$ cat config.mk
export PLATFORM = sky130hd
export DESIGN_NAME = pdp_ctrl
export DESIGN_NICKNAME = d
export VERILOG_FILES = /design/src/hw/rtl/pdp_pkg.sv /design/src/hw/rtl/pdp_ctrl.sv
export SDC_FILE = /design/constraint.sdc
export NUM_CORES = 1
export LEC_CHECK = 0
export BUFFER_PORTS_ARGS = -buffer_cell sky130_fd_sc_hd__buf_2
export CORE_MARGIN = 2
export CORE_UTILIZATION = 30
export CTS_BUF_LIST = sky130_fd_sc_hd__clkbuf_16
export CTS_CLUSTER_DIAMETER = 100
export DETAILED_ROUTE_END_ITERATION = 7
export GPL_TIMING_DRIVEN = 0
export PLACE_DENSITY_LB_ADDON = 0.08
export REMOVE_ABC_BUFFERS = 1
export SLEW_MARGIN = 20
export SYNTH_ARGS = -nofsm -noshare
export SYNTH_HDL_FRONTEND = slang
export SYNTH_SLANG_ARGS = --single-unit
export TNS_END_PERCENT = 5
$ cat constraint.sdc
create_clock -name clk -period 1.5 [get_ports clk]
set_clock_uncertainty 0.2 [all_clocks]
set_input_delay 0.075 -clock clk [delete_from_list [all_inputs] [get_ports clk]]
set_output_delay 0.075 -clock clk [all_outputs]
set_load 0.005 [all_outputs]
$ cat src/hw/rtl/pdp_pkg.sv
// Shared types, constants and float helpers for the point dedup pool.
package pdp_pkg;

    localparam int POOL_POINTS   = 1024;
    localparam int INDEX_ENTRIES = 1024;
    localparam int MAX_WIDTH     = 8;
    localparam int COMP_W        = 32;
    localparam int PA_W          = $clog2(POOL_POINTS);
    localparam int IA_W          = $clog2(INDEX_ENTRIES);
    localparam int CNT_W         = PA_W + 1;
    localparam int AW_W          = 4;
    localparam int BOUND_AXES    = 3;

    localparam logic [2:0] CMD_ACC    = 3'd0;
    localparam logic [2:0] CMD_APPEND = 3'd1;
    localparam logic [2:0] CMD_SET    = 3'd2;
    localparam logic [2:0] CMD_GET    = 3'd3;
    localparam logic [2:0] CMD_BOUNDS = 3'd4;
    localparam logic [2:0] CMD_RESIZE = 3'd5;
    localparam logic [2:0] CMD_CLEAR  = 3'd6;

    localparam logic [2:0] ST_NEW        = 3'd0;
    localparam logic [2:0] ST_FOUND      = 3'd1;
    localparam logic [2:0] ST_POOL_FULL  = 3'd2;
    localparam logic [2:0] ST_INDEX_FULL = 3'd3;
    localparam logic [2:0] ST_RANGE      = 3'd4;

    localparam logic [1:0] KIND_PLAIN = 2'd0;
    localparam logic [1:0] KIND_GET   = 2'd1;
    localparam logic [1:0] KIND_MIN   = 2'd2;
    localparam logic [1:0] KIND_MAX   = 2'd3;

    typedef logic [MAX_WIDTH-1:0][COMP_W-1:0] pt_vec_t;

    typedef struct packed {
        pt_vec_t         pt;
        logic [PA_W-1:0] tgt;
    } key_row_t;

    typedef struct packed {
        logic       load;
        logic       kscan_go;
        logic       bscan_go;
        logic       scan_step;
        logic       app_wr;
        logic       set_wr;
        logic       key_wr;
        logic       get_rd;
        logic       fill_go;
        logic       fill_wr;
        logic       rsz_commit;
        logic       clr;
        logic       st_we;
        logic [2:0] st_val;
        logic       rs_hit;
        logic       res_ld;
        logic [1:0] res_kind;
    } dp_cmd_t;

    typedef struct packed {
        logic [2:0] cmd;
        logic       slot_bad;
        logic       rsz_bad;
        logic       pool_full;
        logic       idx_full;
        logic       bnd_none;
        logic       scan_done;
        logic       scan_hit;
        logic       fill_done;
        logic       out_busy;
    } dp_stat_t;

    function automatic logic comp_eq(logic [COMP_W-1:0] a, logic [COMP_W-1:0] b);
        return (a == b) || ((a[COMP_W-2:0] == '0) && (b[COMP_W-2:0] == '0));
    endfunction

    function automatic logic f_lt(logic [COMP_W-1:0] a, logic [COMP_W-1:0] b);
        logic r;
        if ((a[COMP_W-2:0] == '0) && (b[COMP_W-2:0] == '0))
        begin
            r = 1'b0;
        end
        else if (a[COMP_W-1] != b[COMP_W-1])
        begin
            r = a[COMP_W-1];
        end
        else if (!a[COMP_W-1])
        begin
            r = a[COMP_W-2:0] < b[COMP_W-2:0];
        end
        else
        begin
            r = a[COMP_W-2:0] > b[COMP_W-2:0];
        end
        return r;
    endfunction

endpackage

$ cat src/hw/rtl/pdp_ctrl.sv
// Command sequencer for the point dedup pool.
module pdp_ctrl
    import pdp_pkg::*;
(
    input  logic     clk,
    input  logic     rst_n,
    input  logic     in_valid,
    output logic     in_ready,
    input  dp_stat_t stat_i,
    output dp_cmd_t  cmd_o
);

    localparam logic [3:0] S_IDLE     = 4'd0;
    localparam logic [3:0] S_DISP     = 4'd1;
    localparam logic [3:0] S_SCAN     = 4'd2;
    localparam logic [3:0] S_APPEND   = 4'd3;
    localparam logic [3:0] S_INDEX    = 4'd4;
    localparam logic [3:0] S_GETW     = 4'd5;
    localparam logic [3:0] S_BSCAN    = 4'd6;
    localparam logic [3:0] S_FILL     = 4'd7;
    localparam logic [3:0] S_EMIT     = 4'd8;
    localparam logic [3:0] S_EMIT_GET = 4'd9;
    localparam logic [3:0] S_EMIT_MIN = 4'd10;
    localparam logic [3:0] S_EMIT_MAX = 4'd11;

    logic [3:0] state_reg;
    logic [3:0] state_next;

    always_ff @(posedge clk or negedge rst_n)
    begin
        if (!rst_n)
        begin
            state_reg <= S_IDLE;
        end
        else
        begin
            state_reg <= state_next;
        end
    end

    always_comb
    begin
        state_next = state_reg;
        cmd_o      = '0;
        in_ready   = 1'b0;
        unique case (state_reg)
            S_IDLE:
            begin
                in_ready = 1'b1;
                if (in_valid)
                begin
                    cmd_o.load = 1'b1;
                    state_next = S_DISP;
                end
            end
            S_DISP:
            begin
                unique case (stat_i.cmd)
                    CMD_ACC:
                    begin
                        cmd_o.kscan_go = 1'b1;
                        state_next     = S_SCAN;
                    end
                    CMD_APPEND:
                    begin
                        state_next = S_APPEND;
                    end
                    CMD_SET:
                    begin
                        if (stat_i.slot_bad)
                        begin
                            cmd_o.st_we  = 1'b1;
                            cmd_o.st_val = ST_RANGE;
                            state_next   = S_EMIT;
                        end
                        else
                        begin
                            cmd_o.set_wr   = 1'b1;
                            cmd_o.kscan_go = 1'b1;
                            state_next     = S_SCAN;
                        end
                    end
                    CMD_GET:
                    begin
                        if (stat_i.slot_bad)
                        begin
                            cmd_o.st_we  = 1'b1;
                            cmd_o.st_val = ST_RANGE;
                            state_next   = S_EMIT;
                        end
                        else
                        begin
                            cmd_o.get_rd = 1'b1;
                            state_next   = S_GETW;
                        end
                    end
                    CMD_BOUNDS:
                    begin
                        if (stat_i.bnd_none)
                        begin
                            state_next = S_IDLE;
                        end
                        else
                        begin
                            cmd_o.bscan_go = 1'b1;
                            state_next     = S_BSCAN;
                        end
                    end
                    CMD_RESIZE:
                    begin
                        if (stat_i.rsz_bad)
                        begin
                            cmd_o.st_we  = 1'b1;
                            cmd_o.st_val = ST_RANGE;
                            state_next   = S_EMIT;
                        end
                        else
                        begin
                            cmd_o.fill_go = 1'b1;
                            state_next    = S_FILL;
                        end
                    end
                    CMD_CLEAR:
                    begin
                        cmd_o.clr  = 1'b1;
                        state_next = S_EMIT;
                    end
                    default:
                    begin
                        state_next = S_IDLE;
                    end
                endcase
            end
            S_SCAN:
            begin
                cmd_o.scan_step = 1'b1;
                if (stat_i.scan_done)
                begin
                    if (stat_i.scan_hit)
                    begin
                        cmd_o.st_we = 1'b1;
                        if (stat_i.cmd == CMD_ACC)
                        begin
                            cmd_o.rs_hit = 1'b1;
                            cmd_o.st_val = ST_FOUND;
                        end
                        else if (stat_i.cmd == CMD_SET)
                        begin
                            cmd_o.st_val = ST_FOUND;
                        end
                        else
                        begin
                            cmd_o.st_val = ST_NEW;
                        end
                        state_next = S_EMIT;
                    end
                    else if (stat_i.cmd == CMD_ACC)
                    begin
                        state_next = S_APPEND;
                    end
                    else
                    begin
                        state_next = S_INDEX;
                    end
                end
            end
            S_APPEND:
            begin
                if (stat_i.pool_full)
                begin
                    cmd_o.st_we  = 1'b1;
                    cmd_o.st_val = ST_POOL_FULL;
                    state_next   = S_EMIT;
                end
                else
                begin
                    cmd_o.app_wr = 1'b1;
                    if (stat_i.cmd == CMD_ACC)
                    begin
                        state_next = S_INDEX;
                    end
                    else
                    begin
                        cmd_o.kscan_go = 1'b1;
                        state_next     = S_SCAN;
                    end
                end
            end
            S_INDEX:
            begin
                cmd_o.st_we = 1'b1;
                if (stat_i.idx_full)
                begin
                    cmd_o.st_val = ST_INDEX_FULL;
                end
                else
                begin
                    cmd_o.key_wr = 1'b1;
                    cmd_o.st_val = ST_NEW;
                end
                state_next = S_EMIT;
            end
            S_GETW:
            begin
                state_next = S_EMIT_GET;
            end
            S_BSCAN:
            begin
                cmd_o.scan_step = 1'b1;
                if (stat_i.scan_done)
                begin
                    state_next = S_EMIT_MIN;
                end
            end
            S_FILL:
            begin
                if (stat_i.fill_done)
                begin
                    cmd_o.rsz_commit = 1'b1;
                    state_next       = S_EMIT;
                end
                else
                begin
                    cmd_o.fill_wr = 1'b1;
                end
            end
            S_EMIT:
            begin
                if (!stat_i.out_busy)
                begin
                    cmd_o.res_ld   = 1'b1;
                    cmd_o.res_kind = KIND_PLAIN;
                    state_next     = S_IDLE;
                end
            end
            S_EMIT_GET:
            begin
                if (!stat_i.out_busy)
                begin
                    cmd_o.res_ld   = 1'b1;
                    cmd_o.res_kind = KIND_GET;
                    state_next     = S_IDLE;
                end
            end
            S_EMIT_MIN:
            begin
                if (!stat_i.out_busy)
                begin
                    cmd_o.res_ld   = 1'b1;
                    cmd_o.res_kind = KIND_MIN;
                    state_next     = S_EMIT_MAX;
                end
            end
            S_EMIT_MAX:
            begin
                if (!stat_i.out_busy)
                begin
                    cmd_o.res_ld   = 1'b1;
                    cmd_o.res_kind = KIND_MAX;
                    state_next     = S_IDLE;
                end
            end
            default:
            begin
                state_next = S_IDLE;
            end
        endcase
    end

endmodule

[Yosys cells after proc, flatten, opt, wreduce, memory -nomap -nowiden]
Cells that the tools add are included.
Word-level totals
  flip-flop bits (word level): 4
  bits in latches: 0
  RAM bits: 0
  memory bits (read-only): 0
  output and inout port bits: 21
  word-level logic and storage cells: 90
  memories kept: 0
Operators by class
  $add $sub $neg: 0
  multiply operators: 0
  div/mod/pow operators: 0
  order comparisons: 0
  equality and inequality tests: 23
  shifts and indexed selects: 0
  muxes and demuxes: 60
  bitwise operators: 0
  reductions and logical operators: 6
Operators by type and width (count)
  $mux W4: 14
  $pmux W4 S10: 1
  $pmux W4 S7: 1
  $mux W1: 27
  $mux W3: 7
  $eq A4 B3 Y1 const B: 4
  $eq A4 B4 Y1 const B: 4
  $pmux W4 S4: 1
  $ne A2 B2 Y1 const B: 6
  $pmux W3 S4: 1
  $mux W5: 2
  $eq A3 B3 Y1 const B: 3
  $eq A4 B2 Y1 const B: 2
  $pmux W4 S2: 1
  $eq A3 B2 Y1 const B: 2
  $mux W2: 3
  $reduce_and A6 Y1: 1
  $eq A4 B1 Y1 const B: 1
  $logic_not A4 Y1: 1
  $pmux W1 S2: 2
  $reduce_or A2 Y1: 2
  $eq A3 B1 Y1 const B: 1
  $logic_not A3 Y1: 1
  $reduce_or A3 Y1: 1

[Logic depth before layout (Yosys ltp)]
  depth after elaboration: 6
  mapped depth: 6

[Worst setup path after synthesis]
No wires, ideal clock.
  path kind: register to register
  start point: reg state_reg[1]
  end point: reg state_reg[3]
  library setup time: 0.082 ns
  arrival: 1.355 ns
  data required time: 1.218 ns
  slack: -0.137 ns
  stages on the path, launching flop included: 6
  clock period less this slack: 1.637 ns
  cells stage by stage: dfrtp_1 -> buf_6 -> or4b_4 -> a21oi_4 -> nor3_1 -> o22ai_1
On the way
  cells in the longest elaborated chain, start to end: 4
Ends and longest elaborated chain
  start: declaration: RTL line pdp_ctrl.sv:26  | logic [3:0] state_reg;
  start signal: assignment: RTL line pdp_ctrl.sv:37  | state_reg <= state_next;
  $eq A4 B4 Y1: RTL line pdp_ctrl.sv:46  | unique case (state_reg)
  $reduce_or A3 Y1 (no line)
  $ne A2 B2 Y1 (no line)
  $reduce_and A6 Y1 (no line)
Parallel ways exist; a longest one is shown, timed or not.
A chain may end at the register's enable or synchronous reset.

==> results by group <==
Finish
  – Area Overhead vs Synth: 75.0%
  – Largest register FFs: 4
  – Fin nets: 170
  – Commonest non-fill, non-tap cell in the layout: buf_2
  – Final instance area: between 1000 and 1500 sq um
  – Layout cells sized above 1: between 50% and 60%
  – Filler cells: approximately 230
  – Most frequent cells in the layout: buf_2, buf_4, inv_1, nor3_1
  – Multi-input logic area: ~650 sq um
  – Reg area: approximately 110 sq um
  – Ant diodes: 0

Synth
  – Mux cell area share after synthesis: under 10%
  – Ys async rst share: 100%
  – Main combinational cell family by area after synthesis: simple AND/OR/NAND/NOR gates
  – Post-synth EDFFs: 0
  – Synth warn: 0
  – Mean Syn Cell Area: 7.14 sq um
  – Ys flop type: dfrtp_1
  – XOR/XNOR Fraction of Synth Area: 0%
  – Synth Area in Adders: 0%
  – Simple-gate share of the synthesized area: 47.4%
  – #FFs+latches synth: 4
  – Gate Count Post-Synth: around 100
  – Post-synth cell types: 46
  – Cell Area, Synth: 721 sq um
  – Complex-gate fraction of the synthesized area: 25.0%
  – Post-synthesis sequential area ratio: 13.9%

Detailed routing
  – Via count: ~1000
  – DRT iter0 DRCs: 19
  – DRT Pass-1 Iters: 4
  – WL/cell: 15.0 microns
  – Via/cell ratio: between 5 and 6
  – Routed Antenna Nets: 0
  – Final wirelength: 2.72 mm
  – DR DRC count: 0

Worst setup path
  – Worst path slowest cell: dfrtp_2
  – Crit path launch type: flip-flop
  – Reg-to-reg startpoint: state_reg[1]
  – Reg-to-reg slack, setup: -0.39 ns
  – Req. time, crit path: roughly 1.2 ns
  – Worst setup EP type: primary output
  – Worst Path Buf+Inv: 1
  – Reg2Reg Capture Point: state_reg[2]
  – Cell family with most CP delay: simple AND/OR/NAND/NOR gates
  – CP Cell Sequence: or2_4 > nor3_4 > nand2_2 > nor4b_2 > buf_2
  – Crit Path Category: flip-flop to primary output
  – CP arrival: roughly 1.7 ns
  – Slowest stage delay, CP: between 0.4 and 0.5 ns
  – FF-to-FF path depth: 8
  – Critical Path Fanout Max: 7

CTS
  – Clock-pin slew on the worst setup and hold paths: ~0.030 ns
  – TritonCTS clock tree: yes
  – Htree depth: 1
  – Num CTS Buffers: 3
  – Latest clock arrival within the worst-skew pair: roughly 0.23 ns
  – CTS max path bufs: 2
  – Clock Sinks: 4
  – Clock Tree Root: clkbuf_16

Worst hold path
  – Hold path endpoint: state_reg[3]
  – Hold Crit Start: stat_i[0]
  – Hold Path Stages: 3
  – Hold crit path type: input port to flip-flop

Status
  – Status: complete, but fails checks
  – Failing checks: setup timing

Timing
  – Worst setup margin: -0.423 ns
  – Tmin final: between 1.5 and 2 ns
  – Worst-margin pin slew: 0.369 ns
  – Max Freq: roughly 520 MHz
  – Final setup fails: 24
  – Unrepaired setup endpoints after global routing: true
  – Hold Fails Final Rpt: 0
  – Final critical-path share of the clock period: 128%
  – Slew Viols, Final: 0
  – Slew HR: 75.2%

Floorplan
  – Row count: 17
  – Die Y: around 53 microns
  – Count of boundary I/O pins: 36
  – Die Width: about 53 microns
  – Initial Utilization: 32.3%
  – Die ar.: 2810 sq um
  – Core box area: about 2200 sq um

Pwr
  – Internal power: 1110 uW
  – NetSw: 762 uW
  – Switching Fraction: between 40% and 50%
  – Flop pwr share: 11.4%
  – Clock power share: between 20% and 30%
  – Worst vdd ir: 0.799 mV
  – Logic gate share of total power: around two thirds
  – PD cells: 1480 nW/um^2
  – LEAKAGE: approximately 0.00059 uW
  – Final Total Pwr: around 1900 uW

Job
  – Maxcap violations: 0

Place
  – Routability cong.: ~0.82
  – Detailed placement HPWL: 1.70 mm
  – Worst slack at placement: -0.650 ns
  – IO buf count: 35
  – Placed Area: ~880 sq um

GRT
  – First-pass GRT wire length: 4.28 mm
  – Global-route usage over all layers: 21.1%
  – Initial antenna violation count: 0
  – GRT overflow: 0
  – Number of global-route vias before repair: approximately 900
  – Largest net degree at the start of global routing: 16
## Yosys cell counts, drive strengths merged (3+ instances only)
library cell	instances	share of area [%]
inv	7	3.6
and2	3	2.6
nor4	3	2.6
nor2	5	2.6
o22ai	4	3.5
dfrtp	4	14
buf	7	6.1
nand3	4	2.8
nor3b	3	3.1
or3	3	2.6
a21oi	3	4.2
o21ai	3	2.1
nor3	11	8.3
nand2	5	2.6
## metal layers
metal	share of wire [%]	global-route usage (%)	vias up	wire, microns
met5	0	0	-	0
met4	0.88	7.69	0	24
met3	4.8	2.82	2	131
met2	49	33.3	31	1340
met1	45	29.0	487	1230
li1	-	-	492	-
## per-stage QoR
| step | instances | hold WS, ns | TNS (ns) | utilization (%) |
|---|---|---|---|---|
| after global routing | 181 | 0.104 | -8.04 | 56.5 |
| after global placement | 155 | -0.321 | -5.97 | 39.4 |
| final | 181 | 0.0332 | -6.56 | 56.5 |
| after floorplan | 92 | -0.421 | -1.52 | - |
| after CTS | 176 | 0.0311 | -6.05 | 51.4 |
| after detailed placement | 155 | -0.317 | -6.42 | 39.4 |
## power groups by stage
stage               sequential, uW  combinational [uW]  clock (uW)
CTS                            215                1020         430
global route                   216                1340         438
finish                         213                1230         422
detailed placement             297                 646           0
floorplan                      233                 455           0
global placement               291                 649           0
## final cells by class
class | instances | share of cell area, %
Clock buffer | 3 | 5.95
Sequential cell | 4 | 8.33
Timing Repair Buffer | 58 | 29.4
Tap cell | 28 | 2.78
Multi-Input combinational cell | 81 | 51.3
Inverter | 7 | 2.28
## repair_timing
action	in CTS	in global routing
gates resized for setup	15	19
setup endpoints to repair	25	24
hold buffers	2	0
pin swaps	4	6
hold endpoints to repair	4	0
setup buffers	16	5
## cell families after synthesis
family | after synthesis
compound gates | 24
mux | 2
buf+inv | 16
simple gates | 55
flops | 4
## worst register-to-register path: cells and delay by family, from the launching register on
kind            cells  cell delay (ns)
buf+inv             4             0.60
flops               1             0.45
compound gates      2             0.28
simple gates        2             0.23
## how the worst max path moves through the flow
stage / startpoint / to / slack [ns] / cells after the start
4_1_cts: state_reg[2] / cmd_o[7] / -0.43 / 5
3_3_place_gp: state_reg[1] / state_reg[0] / -0.56 / 4
3_5_place_dp: state_reg[1] / state_reg[0] / -0.65 / 4
6_report: state_reg[3] / cmd_o[11] / -0.42 / 5
5_1_grt: state_reg[2] / cmd_o[7] / -0.47 / 5
2_1_floorplan: state_reg[1] / state_reg[3] / -0.23 / 4
Note: power is estimated with default switching activity, not from simulation.
